<file path="src/design/brtt_pkg.sv">
`default_nettype none

package brtt_pkg;

   localparam logic [1:0] KIND_APPEND = 2'd0;
   localparam logic [1:0] KIND_EDIT   = 2'd1;
   localparam logic [1:0] KIND_QUERY  = 2'd2;
   localparam logic [1:0] KIND_CLEAR  = 2'd3;

   localparam logic [1:0] STATUS_DONE  = 2'd0;
   localparam logic [1:0] STATUS_EMPTY = 2'd1;
   localparam logic [1:0] STATUS_FULL  = 2'd2;

   typedef struct packed {
      logic        [1:0]  kind;
      logic        [31:0] start_offset;
      logic        [31:0] end_offset;
      logic signed [31:0] length_delta;
      logic        [3:0]  language;
      logic        [15:0] line_length;
   } req_type;

   typedef struct packed {
      logic [1:0]  status;
      logic        hit;
      logic [12:0] hit_start;
      logic [12:0] hit_length;
      logic [3:0]  hit_language;
      logic [4:0]  entries_held;
      logic        last;
   } rsp_type;

   typedef struct packed {
      logic [31:0] range_start;
      logic [31:0] range_end;
      logic [3:0]  language;
   } entry_type;

endpackage

`default_nettype wire

</file>
<file path="src/design/byte_range_tag_table.sv">
// Ordered table of tagged byte ranges held in a single-port-write, registered-read memory.
// Append and clear go straight from the idle state to the finish state, which loads the
// result register once it is free. Edit and query walk the stored ranges one entry per
// cycle through the memory read port, and a query walk also pauses while a hit waits
// behind a result that has not been taken. A deletion closes up the table in the same walk
// by writing kept entries back at a trailing index. A new request is taken as soon as the
// previous result sits in the output register, even if that result is still waiting.
`default_nettype none

module byte_range_tag_table #(
   parameter int MAX_RANGES = 16,
   parameter int MAX_LINE   = 4096
) (
   input  wire               clock,
   input  wire               reset,
   input  wire               req_valid,
   output logic              req_ready,
   input  wire brtt_pkg::req_type req_payload,
   output logic              rsp_valid,
   input  wire               rsp_ready,
   output brtt_pkg::rsp_type rsp_payload
);

   localparam int CW = $clog2(MAX_RANGES + 1);
   localparam int IW = (MAX_RANGES > 1) ? $clog2(MAX_RANGES) : 1;

   localparam logic [1:0] S_IDLE = 2'd0;
   localparam logic [1:0] S_SCAN = 2'd1;
   localparam logic [1:0] S_FIN  = 2'd2;

   brtt_pkg::entry_type mem [MAX_RANGES];
   brtt_pkg::entry_type mem_q_ff;

   logic [1:0]  state_ff, state_in;
   logic [CW-1:0] count_ff, count_in;
   logic [CW-1:0] rd_idx_ff, rd_idx_in;
   logic [CW-1:0] wr_idx_ff, wr_idx_in;
   logic        proc_valid_ff, proc_valid_in;
   logic        pend_valid_ff, pend_valid_in;
   logic        rsp_valid_ff, rsp_valid_in;
   logic [1:0]  kind_ff, kind_in;
   logic [1:0]  status_ff, status_in;
   logic        neg_ff, neg_in;
   logic [31:0] off_ff, off_in;
   logic [31:0] amt_ff, amt_in;
   logic [32:0] dend_ff, dend_in;
   logic [32:0] le_ff, le_in;
   logic [12:0] pend_start_ff, pend_start_in;
   logic [12:0] pend_length_ff, pend_length_in;
   logic [3:0]  pend_lang_ff, pend_lang_in;
   brtt_pkg::rsp_type rsp_ff, rsp_in, rsp_next;

   logic                rd_en;
   logic [IW-1:0]       rd_addr;
   logic                wr_en;
   logic [IW-1:0]       wr_addr;
   brtt_pkg::entry_type wr_data;
   logic                rsp_load;
   logic                out_free;
   logic                stall;

   logic [31:0] neg_delta;
   logic [31:0] cur_s, cur_e;
   logic [32:0] ins_s_sum, ins_e_sum;
   logic [31:0] sat_s, sat_e;
   logic [31:0] sub_s, sub_e;
   logic        keep;
   brtt_pkg::entry_type edit_entry;

   logic [31:0] lo_v;
   logic [32:0] hi_v;
   logic [32:0] is_v, ie_v, len_v;
   logic        q_hit;

   assign neg_delta = 32'(-req_payload.length_delta);
   assign cur_s     = mem_q_ff.range_start;
   assign cur_e     = mem_q_ff.range_end;
   assign ins_s_sum = {1'b0, cur_s} + {1'b0, amt_ff};
   assign ins_e_sum = {1'b0, cur_e} + {1'b0, amt_ff};
   assign sat_s     = ins_s_sum[32] ? 32'hFFFF_FFFF : ins_s_sum[31:0];
   assign sat_e     = ins_e_sum[32] ? 32'hFFFF_FFFF : ins_e_sum[31:0];
   assign sub_s     = cur_s - amt_ff;
   assign sub_e     = cur_e - amt_ff;

   always_comb begin
      edit_entry = mem_q_ff;
      keep       = 1'b1;
      if (!neg_ff) begin
         if (off_ff <= cur_s) begin
            edit_entry.range_start = sat_s;
            edit_entry.range_end   = sat_e;
         end else if (off_ff < cur_e) begin
            edit_entry.range_end = sat_e;
         end
      end else begin
         if (dend_ff <= {1'b0, cur_s}) begin
            edit_entry.range_start = sub_s;
            edit_entry.range_end   = sub_e;
         end else if (off_ff <= cur_s && dend_ff >= {1'b0, cur_e}) begin
            keep = 1'b0;
         end else if (off_ff <= cur_s) begin
            edit_entry.range_start = off_ff;
            edit_entry.range_end   = sub_e;
         end else if (off_ff < cur_e) begin
            edit_entry.range_end = (dend_ff >= {1'b0, cur_e}) ? off_ff : sub_e;
         end
      end
   end

   assign lo_v  = (cur_s > off_ff) ? cur_s : off_ff;
   assign hi_v  = ({1'b0, cur_e} < le_ff) ? {1'b0, cur_e} : le_ff;
   assign is_v  = {1'b0, lo_v} - {1'b0, off_ff};
   assign ie_v  = hi_v - {1'b0, off_ff};
   assign len_v = ie_v - is_v;
   assign q_hit = ({1'b0, cur_s} < le_ff) && (cur_e > off_ff) && (ie_v > is_v);

   always_comb begin
      state_in       = state_ff;
      count_in       = count_ff;
      rd_idx_in      = rd_idx_ff;
      wr_idx_in      = wr_idx_ff;
      proc_valid_in  = proc_valid_ff;
      pend_valid_in  = pend_valid_ff;
      kind_in        = kind_ff;
      status_in      = status_ff;
      neg_in         = neg_ff;
      off_in         = off_ff;
      amt_in         = amt_ff;
      dend_in        = dend_ff;
      le_in          = le_ff;
      pend_start_in  = pend_start_ff;
      pend_length_in = pend_length_ff;
      pend_lang_in   = pend_lang_ff;
      rd_en          = 1'b0;
      rd_addr        = rd_idx_ff[IW-1:0];
      wr_en          = 1'b0;
      wr_addr        = wr_idx_ff[IW-1:0];
      wr_data        = edit_entry;
      rsp_load       = 1'b0;
      rsp_next       = '0;
      out_free       = !rsp_valid_ff || rsp_ready;
      stall          = 1'b0;
      req_ready      = (state_ff == S_IDLE);

      unique case (state_ff)
         S_IDLE: begin
            if (req_valid) begin
               kind_in   = req_payload.kind;
               off_in    = req_payload.start_offset;
               neg_in    = req_payload.length_delta[31];
               amt_in    = req_payload.length_delta[31] ? neg_delta
                                                        : req_payload.length_delta;
               dend_in   = {1'b0, req_payload.start_offset} + {1'b0, neg_delta};
               le_in     = {1'b0, req_payload.start_offset}
                         + {17'd0, req_payload.line_length};
               status_in = brtt_pkg::STATUS_DONE;
               state_in  = S_FIN;
               unique case (req_payload.kind)
                  brtt_pkg::KIND_APPEND: begin
                     if (req_payload.start_offset >= req_payload.end_offset) begin
                        status_in = brtt_pkg::STATUS_EMPTY;
                     end else if (count_ff == CW'(MAX_RANGES)) begin
                        status_in = brtt_pkg::STATUS_FULL;
                     end else begin
                        wr_en    = 1'b1;
                        wr_addr  = count_ff[IW-1:0];
                        wr_data  = '{range_start: req_payload.start_offset,
                                     range_end:   req_payload.end_offset,
                                     language:    req_payload.language};
                        count_in = count_ff + CW'(1);
                     end
                  end
                  brtt_pkg::KIND_EDIT,
                  brtt_pkg::KIND_QUERY: begin
                     if (count_ff != '0
                         && !(req_payload.kind == brtt_pkg::KIND_EDIT
                              && req_payload.length_delta == '0)
                         && !(req_payload.kind == brtt_pkg::KIND_QUERY
                              && req_payload.line_length > 16'(MAX_LINE))) begin
                        state_in      = S_SCAN;
                        rd_en         = 1'b1;
                        rd_addr       = '0;
                        rd_idx_in     = CW'(1);
                        wr_idx_in     = '0;
                        proc_valid_in = 1'b1;
                     end
                  end
                  brtt_pkg::KIND_CLEAR: begin
                     count_in = '0;
                  end
                  default: begin
                     state_in = S_FIN;
                  end
               endcase
            end
         end
         S_SCAN: begin
            stall = (kind_ff == brtt_pkg::KIND_QUERY) && proc_valid_ff && q_hit
                    && pend_valid_ff && !out_free;
            if (!stall) begin
               if (proc_valid_ff) begin
                  if (kind_ff == brtt_pkg::KIND_EDIT) begin
                     wr_en     = keep;
                     wr_idx_in = wr_idx_ff + CW'(keep);
                  end else if (q_hit) begin
                     if (pend_valid_ff) begin
                        rsp_load = 1'b1;
                        rsp_next = '{status:       brtt_pkg::STATUS_DONE,
                                     hit:          1'b1,
                                     hit_start:    pend_start_ff,
                                     hit_length:   pend_length_ff,
                                     hit_language: pend_lang_ff,
                                     entries_held: 5'(count_ff),
                                     last:         1'b0};
                     end
                     pend_valid_in  = 1'b1;
                     pend_start_in  = is_v[12:0];
                     pend_length_in = len_v[12:0];
                     pend_lang_in   = mem_q_ff.language;
                  end
               end else begin
                  if (kind_ff == brtt_pkg::KIND_EDIT) begin
                     count_in = wr_idx_ff;
                  end
                  state_in = S_FIN;
               end
               if (rd_idx_ff < count_ff) begin
                  rd_en         = 1'b1;
                  rd_idx_in     = rd_idx_ff + CW'(1);
                  proc_valid_in = 1'b1;
               end else begin
                  proc_valid_in = 1'b0;
               end
            end
         end
         S_FIN: begin
            if (out_free) begin
               rsp_load      = 1'b1;
               pend_valid_in = 1'b0;
               state_in      = S_IDLE;
               if (kind_ff == brtt_pkg::KIND_QUERY && pend_valid_ff) begin
                  rsp_next = '{status:       brtt_pkg::STATUS_DONE,
                               hit:          1'b1,
                               hit_start:    pend_start_ff,
                               hit_length:   pend_length_ff,
                               hit_language: pend_lang_ff,
                               entries_held: 5'(count_ff),
                               last:         1'b1};
               end else begin
                  rsp_next = '{status:       status_ff,
                               hit:          1'b0,
                               hit_start:    13'd0,
                               hit_length:   13'd0,
                               hit_language: 4'd0,
                               entries_held: 5'(count_ff),
                               last:         1'b1};
               end
            end
         end
         default: begin
            state_in = S_IDLE;
         end
      endcase

      rsp_valid_in = rsp_load ? 1'b1 : (rsp_ready ? 1'b0 : rsp_valid_ff);
      rsp_in       = rsp_load ? rsp_next : rsp_ff;
   end

   always_ff @(posedge clock) begin
      if (wr_en) begin
         mem[wr_addr] <= wr_data;
      end
   end

   always_ff @(posedge clock) begin
      if (rd_en) begin
         mem_q_ff <= mem[rd_addr];
      end
   end

   always_ff @(posedge clock) begin
      if (reset) begin
         state_ff      <= S_IDLE;
         count_ff      <= '0;
         proc_valid_ff <= 1'b0;
         pend_valid_ff <= 1'b0;
         rsp_valid_ff  <= 1'b0;
      end else begin
         state_ff      <= state_in;
         count_ff      <= count_in;
         proc_valid_ff <= proc_valid_in;
         pend_valid_ff <= pend_valid_in;
         rsp_valid_ff  <= rsp_valid_in;
      end
   end

   always_ff @(posedge clock) begin
      rd_idx_ff      <= rd_idx_in;
      wr_idx_ff      <= wr_idx_in;
      kind_ff        <= kind_in;
      status_ff      <= status_in;
      neg_ff         <= neg_in;
      off_ff         <= off_in;
      amt_ff         <= amt_in;
      dend_ff        <= dend_in;
      le_ff          <= le_in;
      pend_start_ff  <= pend_start_in;
      pend_length_ff <= pend_length_in;
      pend_lang_ff   <= pend_lang_in;
      rsp_ff         <= rsp_in;
   end

   assign rsp_valid   = rsp_valid_ff;
   assign rsp_payload = rsp_ff;

endmodule

`default_nettype wire

</file>
<file path="config.mk">
export PLATFORM = sky130hd
export DESIGN_NAME = byte_range_tag_table
export DESIGN_NICKNAME = d
export VERILOG_FILES = /design/src/design/brtt_pkg.sv /design/src/design/byte_range_tag_table.sv
export SDC_FILE = /design/constraint.sdc
export NUM_CORES = 2
export LEC_CHECK = 0
export ABC_CLOCK_PERIOD_IN_PS = 11500
export BUFFER_PORTS_ARGS = -buffer_cell sky130_fd_sc_hd__clkbuf_2
export CAP_MARGIN = 20
export CORE_ASPECT_RATIO = 0.6
export CORE_UTILIZATION = 60
export CTS_BUF_LIST = sky130_fd_sc_hd__clkbuf_8
export DETAILED_ROUTE_END_ITERATION = 10
export GPL_TIMING_DRIVEN = 0
export PLACE_DENSITY = 0.77
export RECOVER_POWER = 100
export SETUP_SLACK_MARGIN = 0.3
export SLEW_MARGIN = 5
export SYNTH_ARGS = -nofsm -noshare
export SYNTH_HDL_FRONTEND = slang
export SYNTH_SLANG_ARGS = --single-unit
</file>
<file path="constraint.sdc">
create_clock -name clock -period 11.5 [get_ports clock]
set_clock_uncertainty 0.05 [all_clocks]
set_input_delay 0.575 -clock clock [delete_from_list [all_inputs] [get_ports clock]]
set_output_delay 0.575 -clock clock [all_outputs]
set_load 0.01 [all_outputs]
</file>
==> impl_metrics.py <==
metrics = {
    "sta": {
        "hold_violations": 0,
        "fin_crit_ns": 11.16,
        "fmax_mhz": 89.6,
        "setup_viol": 0,
        "fin_setup_tns_ns": 0,
        "rsz0062_at_grt": "no",
        "worst_pin_slew_ns": 5.95,
        "final-max-slew-violation-count": 293,
        "max_slew_margin_pct": -297,
        "fin_crit_sh_pct": 97.1,
        "fin_ws_ns": 0.336,
    },
    "grt": {
        "grt_pass1_vias": 54700,
        "antenna_found_initial": 15,
        "grt_use_total_pct": 44.1,
        "grt_max_degree": 87,
        "grt_pass1_wl_um": 390000,
        "overflow": 0,
    },
    "clocking": {
        "clk_latency_ns": 0.96,
        "clkSinkCount": 1380,
        "cts_tree": "built",
        "cts-root-buf": "clkbuf_8",
        "cts_max_level": 4,
        "path_clk_slew_ns": 0.07,
        "clk_path_buf_depth": 3,
        "cts-buffers-inserted": 193,
    },
    "min_path": {
        "hp-class": "in2reg",
    },
    "placement": {
        "globalplace.congestion": 1.04,
        "portBuffers": 159,
        "hpwl_um": 219000,
        "dp_worst_setup_slack_ns": -0.170,
    },
    "logic_synthesis": {
        "synthFlopType": "edfxtp_1",
        "ys_ff_latch": 1380,
        "yosysSeqAreaShare_pct": 55.7,
        "synth_area_leader_cell": "edfxtp_1",
        "synth_top_area_share_pct": 55.4,
        "synth_cells": 6290,
        "synth.avg_cell_area_um2": 11.8,
        "syn-cell-area_um2": 74300,
        "synth_fp_nets": 6931,
        "yosysWarnings": 0,
        "async_flop_share_pct": 0,
        "synthTopCellsByArea": "edfxtp_1 (55%), ha_1 (8.6%), mux2i_1 (3.4%)",
        "synth_edf_count": 1370,
        "netlist-cell-type-count": 85,
    },
    "power": {
        "p_clk_share_pct": 16.2,
        "p_per_area_nw_per_um2": 277,
        "p_comb_share_pct": 50.9,
        "finalPower_mw": 22.8,
        "peakVddDrop_uv": 177,
        "swShare_pct": 46.5,
        "seq_power_share_pct": 32.8,
        "p_leak_nw": 31.5,
        "p_sw_mw": 10.6,
        "p_int_mw": 12.2,
    },
    "critical_path": {
        "cp_data_required_time_ns": 12.11,
        "start_kind": "flip-flop",
        "worstPathMaxFanout": 10,
        "slowest_stage": "a2111oi_0",
        "critical_path_class": "reg2reg",
        "cpPeakStageDelay_ns": 0.80,
        "end_kind": "flip-flop",
        "crit_arrival_ns": 11.78,
    },
    "final_layout": {
        "layout_commonest_cell": "edfxtp_1",
        "postLayoutCoreUtil_pct": 67.5,
        "area_growth_pct": 11.0,
        "nets": 7562,
        "layout-drive-gt1-share_pct": 6.99,
        "nFillCells": 8913,
        "final_cell_mix": "edfxtp_1 (1370), nand2_1 (574), clkbuf_1 (530), ha_1 (510), inv_1 (399)",
    },
    "drt": {
        "vias_per_cell": 6.92,
        "drc": 0,
        "wire_per_inst_um": 32.6,
        "wl_um": 284000,
        "ant_nets": 1,
        "first_pass_iters": 8,
        "drtIter0Drc": 10600,
        "vias": 60200,
    },
    "run": {
        "drv_cap": 16,
    },
    "floorplan": {
        "die_w_um": 456,
        "start_util_pct": 60.8,
        "rows": 99,
        "die_h_um": 275,
        "ios": 163,
        "core-area_um2": 122000,
        "die_area_um2": 125000,
    },
    "status": {
        "violations": "antenna rules, capacitance limit, slew limit",
        "status": "complete, but fails checks",
    },
}
## kinds of logic after synthesis
group / Yosys count / synth area share [%]
compound gates: 1587 / 14.6
buf+inv: 640 / 3.31
mux: 319 / 4.42
xor+xnor: 280 / 3.30
fa+ha+maj: 519 / 8.83
simple gates: 1565 / 9.89
flops: 1380 / 55.7
## synth_stat cells (116+ instances only)
cell type     n
a221oi_1    152
nand3_1     222
clkbuf_1    271
o211ai_1    116
mux2i_1     250
o21ai_0     260
a21o_1      116
nand2_1     576
a21oi_1     364
nor3_1      162
ha_1        510
nor2_1      256
edfxtp_1   1370
inv_1       336
xnor2_1     216
## state kept, by name (all words and copies together) (netlist names), 4 cells and up
name            cells
dend_ff            33
cur_s              32
wr_idx_ff           5
pend_start_ff      13
edit_entry          4
amt_ff             32
pend_lang_ff        4
rsp_payload        39
rd_idx_ff           5
mem              1088
pend_length_ff     13
le_ff              33
cur_e              32
off_ff             32
count_ff            5
## metal layers
layer	global-route usage [%]	vias up	routed length, µm
li1	-	25300	-
met1	66.9	28900	116000
met2	54.2	5342	103000
met3	21.3	629	55100
met4	13.0	4	9290
met5	0	-	173
## critical path, delay by kind of cell (launching register included)
kind | cells | cell delay (ns)
AND/OR/NAND/NOR | 10 | 2.65
AO/OA/AOI/OAI | 14 | 4.95
buffers and inverters | 4 | 1.51
flip-flops | 1 | 0.63
adder cells (fa/ha/maj) | 3 | 1.05
## what timing repair did
action	in CTS	in global routing
hold endpoints to repair	59	0
cloned	0	1
pin swaps	0	2
setup buffers	0	1
endpoints found under the setup margin	136	178
hold buffers	57	0
gates resized for setup	5	13
## metrics by stage
| stage | hold slack (ns) | cells | cell area [µm²] |
|---|---|---|---|
| CTS | 0.00876 | 8659 | 83300 |
| global placement | 0.455 | 8065 | 77100 |
| floorplan | 0.376 | 6290 | 74300 |
| detailed placement | 0.456 | 8259 | 79200 |
| finish | 0.0851 | 8699 | 82400 |
| global route | 0.0733 | 8689 | 82400 |
## power groups by stage
stage          logic (mW)  clock network (mW)  registers (mW)
2_1_floorplan        6.68                   0            7.34
3_3_place_gp         10.4                   0            7.64
3_5_place_dp         10.9                   0            7.54
4_1_cts              11.0                3.68            7.43
5_1_grt              12.1                3.87            7.50
6_report             11.6                3.71            7.50
## worst paths after layout
check	from	endpoint	slack, ns	cells after the start
setup / recovery	cur_s[7]	rsp_payload[6]	0.34	31
setup reg to reg	cur_s[7]	rsp_payload[6]	0.34	31
hold / removal	req_payload[44]	amt_ff[24]	0.09	2
hold reg to reg	pend_start_ff[3]	rsp_payload[26]	0.47	1
## cell type report
type	count	area (µm²)	share of cell area, %
diodes	14	35.0	0.0425
multi-input cells	4271	30600	37.1
repair buffers	435	2500	3.03
inverters	338	1270	1.54
clock buffers	194	2670	3.24
flip-flops and latches	1380	41300	50.1
well taps	1616	2020	2.45
clock inverters	149	873	1.06
plain buffers	302	1170	1.43
(Power assumes the default switching activity.)
